===== config.mk =====
export PLATFORM = sky130hd
export DESIGN_NAME = pairwise_logistic_infection_prob_unit_flat
export DESIGN_NICKNAME = d
export VERILOG_FILES = /design/src/hw/rtl/plip_pkg.sv /design/src/hw/rtl/plip_pair_if.sv /design/src/hw/rtl/plip_prob_if.sv /design/src/hw/rtl/plip_esc_rom.sv /design/src/hw/rtl/pairwise_logistic_infection_prob_unit.sv /design/src/flat_wrapper.sv
export VERILOG_INCLUDE_DIRS = /design/src /design/src/hw/rtl
export SDC_FILE = /design/constraint.sdc
export NUM_CORES = 2
export LEC_CHECK = 0
export BUFFER_PORTS_ARGS = -buffer_cell sky130_fd_sc_hd__buf_4
export CORE_MARGIN = 8
export CORE_UTILIZATION = 65
export DETAILED_ROUTE_END_ITERATION = 8
export PLACE_DENSITY = 0.93
export SLEW_MARGIN = 20
export SYNTH_ARGS = -nofsm -noshare
export SYNTH_HDL_FRONTEND = slang
export SYNTH_SLANG_ARGS = --single-unit

===== constraint.sdc =====
create_clock -name clk -period 9.96 [get_ports clk]
set_input_delay 1.992 -clock clk [delete_from_list [all_inputs] [get_ports clk]]
set_output_delay 1.992 -clock clk [all_outputs]
set_load 0.005 [all_outputs]

===== src/hw/rtl/assert_macros.svh =====
// ----------------------------------------------------------------------------
// assertion macros
// concurrent property checks, compiled out for synthesis
// ----------------------------------------------------------------------------
`ifndef ASSERT_MACROS_SVH
`define ASSERT_MACROS_SVH

`ifndef SYNTHESIS

// property check with asynchronous active-low reset disable
`define CHECK_PROP(label, clk, rst_n, prop) \
	label: assert property (@(posedge clk) disable iff (!(rst_n)) (prop)) \
		else $error("property check failed");

// property check that also holds during reset
`define CHECK_PROP_NR(label, clk, prop) \
	label: assert property (@(posedge clk) (prop)) \
		else $error("property check failed");

`else

`define CHECK_PROP(label, clk, rst_n, prop)
`define CHECK_PROP_NR(label, clk, prop)

`endif

`endif


===== src/hw/rtl/plip_pkg.sv =====
// ----------------------------------------------------------------------------
// plip_pkg
// shared types, constants and the escape table generator
// ----------------------------------------------------------------------------
package plip_pkg;

	localparam int unsigned DATA_W   = 16;  // Q8.8 registers and covariate
	localparam int unsigned PROB_W   = 17;  // Q0.16 with room for 1.0
	localparam int unsigned FACT_W   = 16;  // table entries, always below 1.0
	localparam int unsigned LOGIT_W  = 26;  // wide logit, no wrap
	localparam int unsigned SPAN_W   = 12;  // table spans 4096 logit codes
	localparam int unsigned CFG_IDX_W = 2;

	typedef logic signed [LOGIT_W-1:0] logit_t;
	typedef logic signed [DATA_W-1:0]  q88_t;
	typedef logic [PROB_W-1:0]         prob_t;

	localparam prob_t  ONE_Q16  = 17'h10000;
	localparam logit_t LOGIT_LO = -26'sd2048;
	localparam logit_t LOGIT_HI = 26'sd2048;

	localparam q88_t INTERCEPT_RST = -16'sd768;  // -3.0

	typedef enum logic [CFG_IDX_W-1:0] {
		REG_INTERCEPT,
		REG_CAVE_GAIN,
		REG_PRE_EFFECT,
		REG_ACT_EFFECT
	} cfg_reg_t;

	// per-pair control carried down the pipeline
	typedef struct packed {
		logic  first;
		logic  present;
		logic  last;
		prob_t prior;
	} pair_ctl_t;

	localparam logic [63:0] ONE_Q30 = 64'h4000_0000;

	// restoring division, elaboration use only
	function automatic logic [63:0] div_floor(input logic [63:0] a, input logic [63:0] b);
		logic [63:0] rem;
		logic [63:0] quo;
		rem = '0;
		quo = '0;
		for (int i = 63; i >= 0; i--) begin
			rem = {rem[62:0], a[i]};
			if (rem >= b) begin
				rem    = rem - b;
				quo[i] = 1'b1;
			end
		end
		return quo;
	endfunction

	// exp(-u), u and result in Q1.30
	function automatic logic [63:0] exp_neg_q30(input logic [63:0] u);
		logic [63:0] r;
		logic [63:0] term;
		logic [63:0] sum;
		r    = u >> 4;
		term = ONE_Q30;
		sum  = ONE_Q30;
		for (int n = 1; n < 40; n++) begin
			if (term != 0) begin
				term = div_floor((term * r) >> 30, 64'(n));
				if ((n % 2) == 1) begin
					sum = sum - term;
				end else begin
					sum = sum + term;
				end
			end
		end
		for (int k = 0; k < 4; k++) begin
			sum = (sum * sum) >> 30;
		end
		return sum;
	endfunction

	// escape factor 1/(1+exp(c)) at the center of bin idx, Q0.16
	function automatic logic [FACT_W-1:0] esc_entry(input int unsigned idx,
			input int unsigned ents);
		logic [63:0] odd;
		logic [63:0] n64;
		logic [63:0] m;
		logic [63:0] u;
		logic [63:0] e;
		logic [63:0] den;
		logic [63:0] num;
		logic [63:0] q;
		logic        neg;
		n64 = 64'(ents);
		odd = 64'(idx) * 2 + 1;
		neg = odd < n64;
		m   = neg ? n64 - odd : odd - n64;
		u   = div_floor((m << 34) + n64, 2 * n64);
		e   = exp_neg_q30(u);
		den = ONE_Q30 + e;
		num = neg ? ONE_Q30 : e;
		q   = div_floor(num * 2 * 64'h1_0000 + den, 2 * den);
		return q[FACT_W-1:0];
	endfunction

endpackage


===== src/hw/rtl/plip_pair_if.sv =====
// ----------------------------------------------------------------------------
// plip_pair_if
// input channel: one (target, source) pair per transfer
// ----------------------------------------------------------------------------
interface plip_pair_if;

	logic                                    valid;
	logic                                    ready;
	logic                                    first_source;
	logic [plip_pkg::PROB_W-1:0]             prior_escape;
	logic signed [plip_pkg::DATA_W-1:0]      cave_covariate;
	logic                                    pre_treated;
	logic                                    act_treated;
	logic                                    source_present;
	logic                                    last_source;

	modport source (
		output valid, first_source, prior_escape, cave_covariate,
			pre_treated, act_treated, source_present, last_source,
		input  ready
	);

	modport sink (
		input  valid, first_source, prior_escape, cave_covariate,
			pre_treated, act_treated, source_present, last_source,
		output ready
	);

endinterface


===== src/hw/rtl/plip_prob_if.sv =====
// ----------------------------------------------------------------------------
// plip_prob_if
// output channel: one infection probability per transfer
// ----------------------------------------------------------------------------
interface plip_prob_if;

	logic                        valid;
	logic                        ready;
	logic [plip_pkg::PROB_W-1:0] infection_prob;

	modport source (
		output valid, infection_prob,
		input  ready
	);

	modport sink (
		input  valid, infection_prob,
		output ready
	);

endinterface


===== src/hw/rtl/plip_esc_rom.sv =====
// ----------------------------------------------------------------------------
// plip_esc_rom
// escape factor table, contents fixed at elaboration, registered read
// ----------------------------------------------------------------------------
module plip_esc_rom #(
	parameter int unsigned ENTRIES = 256,
	localparam int unsigned IDX_W  = $clog2(ENTRIES)
) (
	input  logic                         clk,
	input  logic                         en,
	input  logic [IDX_W-1:0]             addr,
	output logic [plip_pkg::FACT_W-1:0]  data
);

	logic [plip_pkg::FACT_W-1:0] rom [ENTRIES];

	for (genvar g = 0; g < ENTRIES; g++) begin : g_rom
		localparam logic [plip_pkg::FACT_W-1:0] ENTRY = plip_pkg::esc_entry(g, ENTRIES);
		assign rom[g] = ENTRY;
	end

	always_ff @(posedge clk) begin
		if (en) begin
			data <= rom[addr];
		end
	end

endmodule


===== src/hw/rtl/pairwise_logistic_infection_prob_unit.sv =====
// ----------------------------------------------------------------------------
// pairwise_logistic_infection_prob_unit
// Takes a stream of (target node, infected source) pairs and returns, on the
// last pair of each node, the probability that the node is infected, Q0.16.
// Each pair forms a Q8.8 logit from the intercept, the covariate gain times
// the target covariate, and the treatment effects; a table of SIGMOID_ENTRIES
// bins over [-8, 8) turns it into an escape factor, saturating at the ends.
// The running escape product is seeded by prior_escape on a node's first pair
// (clamped to 1.0) and multiplied with rounding by each present source's
// factor. Pairs stream at one transfer per clock: four pipeline stages
// (covariate multiply, logit sum, table index, table read) feed a registered
// product update, and the output register is loaded on a node's last pair.
// The only stall is a node's final pair reaching the update while the
// previous result has not been taken. Registers may be written only with no
// pair in flight; the table needs no fill time after reset.
// ----------------------------------------------------------------------------
`include "assert_macros.svh"

module pairwise_logistic_infection_prob_unit #(
	parameter int unsigned SIGMOID_ENTRIES = 256
) (
	input  logic                             clk,
	input  logic                             arst_n,
	plip_pair_if.sink                        pair,
	plip_prob_if.source                      prob,
	input  logic                             cfg_we,
	input  logic [plip_pkg::CFG_IDX_W-1:0]   cfg_idx,
	input  logic [plip_pkg::DATA_W-1:0]      cfg_wdata
);

	localparam int unsigned IDX_W = $clog2(SIGMOID_ENTRIES);
	localparam int unsigned CNT_W = $clog2(SIGMOID_ENTRIES + 1);
	localparam int unsigned MUL_W = plip_pkg::SPAN_W + CNT_W;
	localparam int unsigned PRD_W = plip_pkg::PROB_W + plip_pkg::FACT_W;

	// configuration registers
	plip_pkg::q88_t intercept_q;
	plip_pkg::q88_t cave_gain_q;
	plip_pkg::q88_t pre_effect_q;
	plip_pkg::q88_t act_effect_q;

	always_ff @(posedge clk or negedge arst_n) begin
		if (!arst_n) begin
			intercept_q  <= plip_pkg::INTERCEPT_RST;
			cave_gain_q  <= '0;
			pre_effect_q <= '0;
			act_effect_q <= '0;
		end else if (cfg_we) begin
			case (plip_pkg::cfg_reg_t'(cfg_idx))
				plip_pkg::REG_INTERCEPT:  intercept_q  <= cfg_wdata;
				plip_pkg::REG_CAVE_GAIN:  cave_gain_q  <= cfg_wdata;
				plip_pkg::REG_PRE_EFFECT: pre_effect_q <= cfg_wdata;
				plip_pkg::REG_ACT_EFFECT: act_effect_q <= cfg_wdata;
				default: ;
			endcase
		end
	end

	// pipeline state
	logic                 v_s1, v_s2, v_s3, v_s4;
	plip_pkg::pair_ctl_t  ctl_s1, ctl_s2, ctl_s3, ctl_s4;
	logic                 pre_s1, act_s1;
	logic signed [31:0]   prod_s1;
	plip_pkg::logit_t     logit_s2;
	logic [IDX_W-1:0]     idx_s3;
	logic [plip_pkg::FACT_W-1:0] factor_s4;

	plip_pkg::prob_t      escape_product_q;
	logic                 prob_valid_q;
	plip_pkg::prob_t      prob_data_q;

	logic                 advance;
	plip_pkg::prob_t      prior_clamped;
	plip_pkg::logit_t     logit_d;
	plip_pkg::logit_t     logit_off;
	logic [MUL_W-1:0]     idx_scaled;
	logic [IDX_W-1:0]     idx_d;
	plip_pkg::prob_t      seed;
	logic [PRD_W-1:0]     prod_rnd;
	plip_pkg::prob_t      escape_next;

	// everything moves together; hold only when a finished node meets a full output
	assign advance    = !(v_s4 && ctl_s4.last && prob_valid_q && !prob.ready);
	assign pair.ready = advance;

	// prior above 1.0 is taken as 1.0
	assign prior_clamped = (pair.prior_escape > plip_pkg::ONE_Q16)
		? plip_pkg::ONE_Q16 : pair.prior_escape;

	always_ff @(posedge clk or negedge arst_n) begin
		if (!arst_n) begin
			v_s1 <= 1'b0;
			v_s2 <= 1'b0;
			v_s3 <= 1'b0;
			v_s4 <= 1'b0;
		end else if (advance) begin
			v_s1 <= pair.valid;
			v_s2 <= v_s1;
			v_s3 <= v_s2;
			v_s4 <= v_s3;
		end
	end

	// stage 1: covariate multiply, Q16.16
	always_ff @(posedge clk) begin
		if (advance) begin
			ctl_s1.first   <= pair.first_source;
			ctl_s1.present <= pair.source_present;
			ctl_s1.last    <= pair.last_source;
			ctl_s1.prior   <= prior_clamped;
			pre_s1         <= pair.pre_treated;
			act_s1         <= pair.act_treated;
			prod_s1        <= 32'(cave_gain_q) * 32'(pair.cave_covariate);
		end
	end

	// stage 2: logit sum, floor of the product back to Q8.8
	always_comb begin
		logit_d = plip_pkg::logit_t'(intercept_q)
			+ plip_pkg::logit_t'($signed(prod_s1[31:8]));
		if (pre_s1) begin
			logit_d = logit_d - plip_pkg::logit_t'(pre_effect_q);
		end
		if (act_s1) begin
			logit_d = logit_d - plip_pkg::logit_t'(act_effect_q);
		end
	end

	always_ff @(posedge clk) begin
		if (advance) begin
			ctl_s2   <= ctl_s1;
			logit_s2 <= logit_d;
		end
	end

	// stage 3: table index, saturating outside [-8, 8)
	assign logit_off  = logit_s2 + plip_pkg::LOGIT_HI;
	assign idx_scaled = MUL_W'(logit_off[plip_pkg::SPAN_W-1:0]) * MUL_W'(SIGMOID_ENTRIES);

	always_comb begin
		if (logit_s2 < plip_pkg::LOGIT_LO) begin
			idx_d = '0;
		end else if (logit_s2 >= plip_pkg::LOGIT_HI) begin
			idx_d = IDX_W'(SIGMOID_ENTRIES - 1);
		end else begin
			idx_d = idx_scaled[plip_pkg::SPAN_W +: IDX_W];
		end
	end

	always_ff @(posedge clk) begin
		if (advance) begin
			ctl_s3 <= ctl_s2;
			idx_s3 <= idx_d;
		end
	end

	// stage 4: table read
	plip_esc_rom #(
		.ENTRIES (SIGMOID_ENTRIES)
	) u_rom (
		.clk  (clk),
		.en   (advance),
		.addr (idx_s3),
		.data (factor_s4)
	);

	always_ff @(posedge clk) begin
		if (advance) begin
			ctl_s4 <= ctl_s3;
		end
	end

	// product update: seed, multiply with rounding, or pass when no source
	assign seed     = ctl_s4.first ? ctl_s4.prior : escape_product_q;
	assign prod_rnd = PRD_W'(seed) * PRD_W'(factor_s4) + PRD_W'(32768);
	assign escape_next = ctl_s4.present
		? prod_rnd[plip_pkg::FACT_W +: plip_pkg::PROB_W] : seed;

	always_ff @(posedge clk or negedge arst_n) begin
		if (!arst_n) begin
			escape_product_q <= plip_pkg::ONE_Q16;
		end else if (v_s4 && advance) begin
			escape_product_q <= escape_next;
		end
	end

	// result register, one transfer per finished node
	always_ff @(posedge clk or negedge arst_n) begin
		if (!arst_n) begin
			prob_valid_q <= 1'b0;
		end else if (v_s4 && ctl_s4.last && advance) begin
			prob_valid_q <= 1'b1;
		end else if (prob.ready) begin
			prob_valid_q <= 1'b0;
		end
	end

	always_ff @(posedge clk) begin
		if (v_s4 && ctl_s4.last && advance) begin
			prob_data_q <= plip_pkg::ONE_Q16 - escape_next;
		end
	end

	assign prob.valid          = prob_valid_q;
	assign prob.infection_prob = prob_data_q;

	// checks
	`CHECK_PROP(a_escape_le_one, clk, arst_n, escape_product_q <= plip_pkg::ONE_Q16)
	`CHECK_PROP(a_result_le_one, clk, arst_n, prob_valid_q |-> prob_data_q <= plip_pkg::ONE_Q16)
	`CHECK_PROP(a_result_from_last, clk, arst_n, $rose(prob_valid_q) |-> $past(v_s4 && ctl_s4.last))
	`CHECK_PROP(a_stall_holds_product, clk, arst_n, (v_s4 && ctl_s4.last && prob_valid_q && !prob.ready) |=> $stable(escape_product_q))

endmodule


===== src/flat_wrapper.sv =====
// flat-port wrapper written by rule: the top's interface ports become plain ports
module pairwise_logistic_infection_prob_unit_flat 
#(
	parameter int unsigned SIGMOID_ENTRIES = 256
)
  (clk, arst_n, cfg_we, cfg_idx, cfg_wdata, pair_valid, pair_first_source, pair_prior_escape, pair_cave_covariate, pair_pre_treated, pair_act_treated, pair_source_present, pair_last_source, pair_ready, prob_valid, prob_infection_prob, prob_ready);
  plip_pair_if pair_i ();
  plip_prob_if prob_i ();
  input  logic clk;
  input  logic arst_n;
  input  logic cfg_we;
  input  logic [plip_pkg::CFG_IDX_W-1:0] cfg_idx;
  input  logic [plip_pkg::DATA_W-1:0] cfg_wdata;
  input wire logic [$bits(pair_i.valid)-1:0] pair_valid;
  input wire logic [$bits(pair_i.first_source)-1:0] pair_first_source;
  input wire logic [$bits(pair_i.prior_escape)-1:0] pair_prior_escape;
  input wire logic [$bits(pair_i.cave_covariate)-1:0] pair_cave_covariate;
  input wire logic [$bits(pair_i.pre_treated)-1:0] pair_pre_treated;
  input wire logic [$bits(pair_i.act_treated)-1:0] pair_act_treated;
  input wire logic [$bits(pair_i.source_present)-1:0] pair_source_present;
  input wire logic [$bits(pair_i.last_source)-1:0] pair_last_source;
  output wire logic [$bits(pair_i.ready)-1:0] pair_ready;
  output wire logic [$bits(prob_i.valid)-1:0] prob_valid;
  output wire logic [$bits(prob_i.infection_prob)-1:0] prob_infection_prob;
  input wire logic [$bits(prob_i.ready)-1:0] prob_ready;
  assign pair_i.valid = pair_valid;
  assign pair_i.first_source = pair_first_source;
  assign pair_i.prior_escape = pair_prior_escape;
  assign pair_i.cave_covariate = pair_cave_covariate;
  assign pair_i.pre_treated = pair_pre_treated;
  assign pair_i.act_treated = pair_act_treated;
  assign pair_i.source_present = pair_source_present;
  assign pair_i.last_source = pair_last_source;
  assign pair_ready = pair_i.ready;
  assign prob_valid = prob_i.valid;
  assign prob_infection_prob = prob_i.infection_prob;
  assign prob_i.ready = prob_ready;
  pairwise_logistic_infection_prob_unit #(.SIGMOID_ENTRIES(SIGMOID_ENTRIES)) u_core (.clk(clk), .arst_n(arst_n), .pair(pair_i), .prob(prob_i), .cfg_we(cfg_we), .cfg_idx(cfg_idx), .cfg_wdata(cfg_wdata));
endmodule

==> results.yml <==
logic_synthesis:
  synth-async-reset-ratio: 0.337
  synth.distinct_cells: 84
  seq_area_frac_synth: 0.205
  synth_cells: 3818
  ys.flop_type: "edfxtp_1"
  synth_common_cells: "609 x inv_1, 478 x nand2_1, 471 x fa_1"
  ys_seq_elements: 255
  synth.most_common_cell: "inv_1"
  synth.top_cell.area_share: 0.267
  synthTopCellsByArea: "fa_1 27%, edfxtp_1 14%, ha_1 10%"
  syn_area_um2: 35300
  synth_top_cell_by_area: "fa_1"
  avgSynthCellArea_um2: 9.25
  synth_edf_count: 169
  synth_nets: 4636
  yosysWarnings: 0
worst_setup_path:
  cp_max_fo: 20
  worstPathArrival_ns: 8.86
  worstSetupStartpointType: "flop"
  required_ns: 10.25
  worstSetupPathType: "flop to flop"
  worstSetupEndpointType: "flop"
clocking:
  cts_inserted_buffers: 26
  clock_latency_ns: 0.55
  cts-root-buf: "clkbuf_16"
  cts_tree: "yes"
  cts_max_level: 1
  hold_buffers: 0
  cts_resized: 0
  cts_setup_buffers: 0
  cts.sinks: 255
  path_clk_slew_ns: 0.07
  clockBufferDepth: 3
sta:
  skew_ns: 0.0196
  period_share: 0.860
  fin_ws_ns: 1.39
  worst_slew_pin_slew_ns: 1.05
  setup-tns-final_ns: 0
  relSlewSlack: 0.294
  setup_viol: 0
  period_minus_slack_ns: 8.57
  whs_ns: 0.414
  timing_hold_violations_final: 0
  maxSlewViolCount: 0
  max_freq_mhz: 117
  rsz0062_at_grt: "no"
placed_design:
  dpl.cell_count: 4435
  portBuffers: 79
  gp_congestion: 1.02
  dp_hpwl_um: 73000
  pre_cts_ws_ns: 1.70
floorplanning:
  start_util: 0.656
  core_region_area_um2: 53800
  dieArea_um2: 62100
  die_width_um: 249
  rows: 85
  ios: 80
  die_height_um: 249
grt:
  grt_max_degree: 87
  antenna_found_initial: 4
  track_usage: 0.315
  overflow: 0
  grt_pass1_wl_um: 158000
  grt_pass1_vias: 30000
finish:
  area.sequential_um2: 7240
  area_growth_pct: 5.54
  multi_input_comb_area_um2: 25100
  final_nets: 4586
  drive_above_1_share: 0.0789
  layout.cells.non_filler: 4487
  fillers: 3685
run_status:
  status: "finished clean"
detailed_routing:
  drt_iter0_drc: 3670
  dr.pass1.iters: 7
  wl_per_cell_um: 22.0
  drt-vias-per-instance: 6.43
  drc_errors: 0
  dr_total_vias: 28800
  wl_um: 98800
  ant_nets: 0
hold_path:
  min_path_type: "flop to flop"
flow_run:
  cap_violations: 0
final timing paths:
path,startpoint,to,slack [ns],cells after the start
min in group asynchronous,arst_n,u_core.escape_product_q[9]$_DFFE_PN0P_,1.31,1
max in group asynchronous,arst_n,u_core.intercept_q[10]$_DFFE_PN1P_,7.71,3
min reg2reg,u_core.ctl_s3[11]$_DFFE_PN_,u_core.ctl_s4[11]$_DFFE_PN_,0.41,0
max,u_core.ctl_s4[19]$_DFFE_PN_,u_core.prob.infection_prob[16]$_DFFE_PP_,1.39,22
max reg2reg,u_core.ctl_s4[19]$_DFFE_PN_,u_core.prob.infection_prob[16]$_DFFE_PP_,1.39,22
min,u_core.ctl_s3[11]$_DFFE_PN_,u_core.ctl_s4[11]$_DFFE_PN_,0.41,0
cell type report:
class                      count  area share
antenna                        3    0.000201
timing repair buffer         103      0.0213
clock buffer                  36      0.0201
multi-input combinational   2769       0.674
tap                          696      0.0234
inverter                     613      0.0617
clock inverter                12     0.00537
sequential                   255       0.194
flip-flops by register name (all words and copies together) (netlist names), 8 cells and up:
signal / cells
u_core.act_effect_q: 16
u_core.cave_gain_q: 16
u_core.ctl_s1: 20
u_core.ctl_s2: 20
u_core.ctl_s3: 20
u_core.ctl_s4: 20
u_core.escape_product_q: 17
u_core.idx_s3: 8
u_core.intercept_q: 16
u_core.logit_s2: 22
u_core.pre_effect_q: 16
u_core.prob.infection_prob: 17
u_core.prod_s1: 24
u_core.u_rom.data: 16
metal layers:
metal  track usage  routed length (um)  vias to the layer above  part of all wire
li1              -                   -                    12400                 -
met1         0.405               36900                    14100              0.37
met2         0.510               45700                     1911              0.46
met3        0.0755               11500                      426              0.12
met4         0.131                4680                        0             0.047
met5             0                   0                        -                 0
per-stage QoR:
stage          instance area (um2)  utilization
3_5_place_dp                 36300        0.674
6_report                     37300        0.693
2_1_floorplan                35300            -
4_1_cts                      37200        0.692
3_3_place_gp                 36300        0.674
5_1_grt                      37300        0.693
critical path, stage by stage, from the launching register on:
cell	delay [ns]
edfxtp_1	0.98
mux2_2	0.58
and2_1	0.24
fa_1	0.54
inv_1	0.05
fa_1	0.47
inv_1	0.05
fa_1	0.50
fa_1	0.52
fa_1	0.50
inv_1	0.06
fa_1	0.47
inv_1	0.05
ha_1	0.34
a21o_1	0.20
a31oi_1	0.48
o221a_2	0.37
o21ai_0	0.15
o21ai_0	0.48
a21oi_1	0.17
o41ai_1	0.73
nand4_1	0.22
xnor2_1	0.16
cells in the final DEF, fill, tap and decap left out, types with 13 or more instances in the layout:
cell / n
nand2b_1: 37
a21oi_1: 183
or3_1: 16
nor2_1: 158
o211ai_1: 28
ha_1: 286
a21o_1: 40
and3_1: 15
and2_1: 227
o31ai_1: 16
nand3_1: 56
nor2b_1: 35
o21a_1: 30
dfrtp_1: 78
edfxtp_1: 169
buf_4: 102
inv_1: 609
a211oi_1: 36
nor3_1: 42
mux2_2: 111
xor2_1: 33
o221ai_1: 13
clkbuf_16: 27
nand2_1: 478
xnor2_1: 75
a31oi_1: 35
fa_1: 471
o21ai_0: 147
kinds of logic (layout without fill, tap and decap cells):
logic type                 Yosys count  in the layout  share of synthesized area
buffers and inverters              794            764                     0.0847
DFF                                255            255                      0.205
AOI/OAI and AO/OA                  657            657                      0.119
and+or+nand+nor                   1114           1114                      0.151
muxes                              133            133                     0.0452
other                                0              3                          0
xor gates and xnor gates           108            108                     0.0268
adders and majority gates          757            757                      0.368
Power is left out: the tool's default activity adds up to more than one toggle a clock period on the data nets, which glitch-free logic cannot reach.
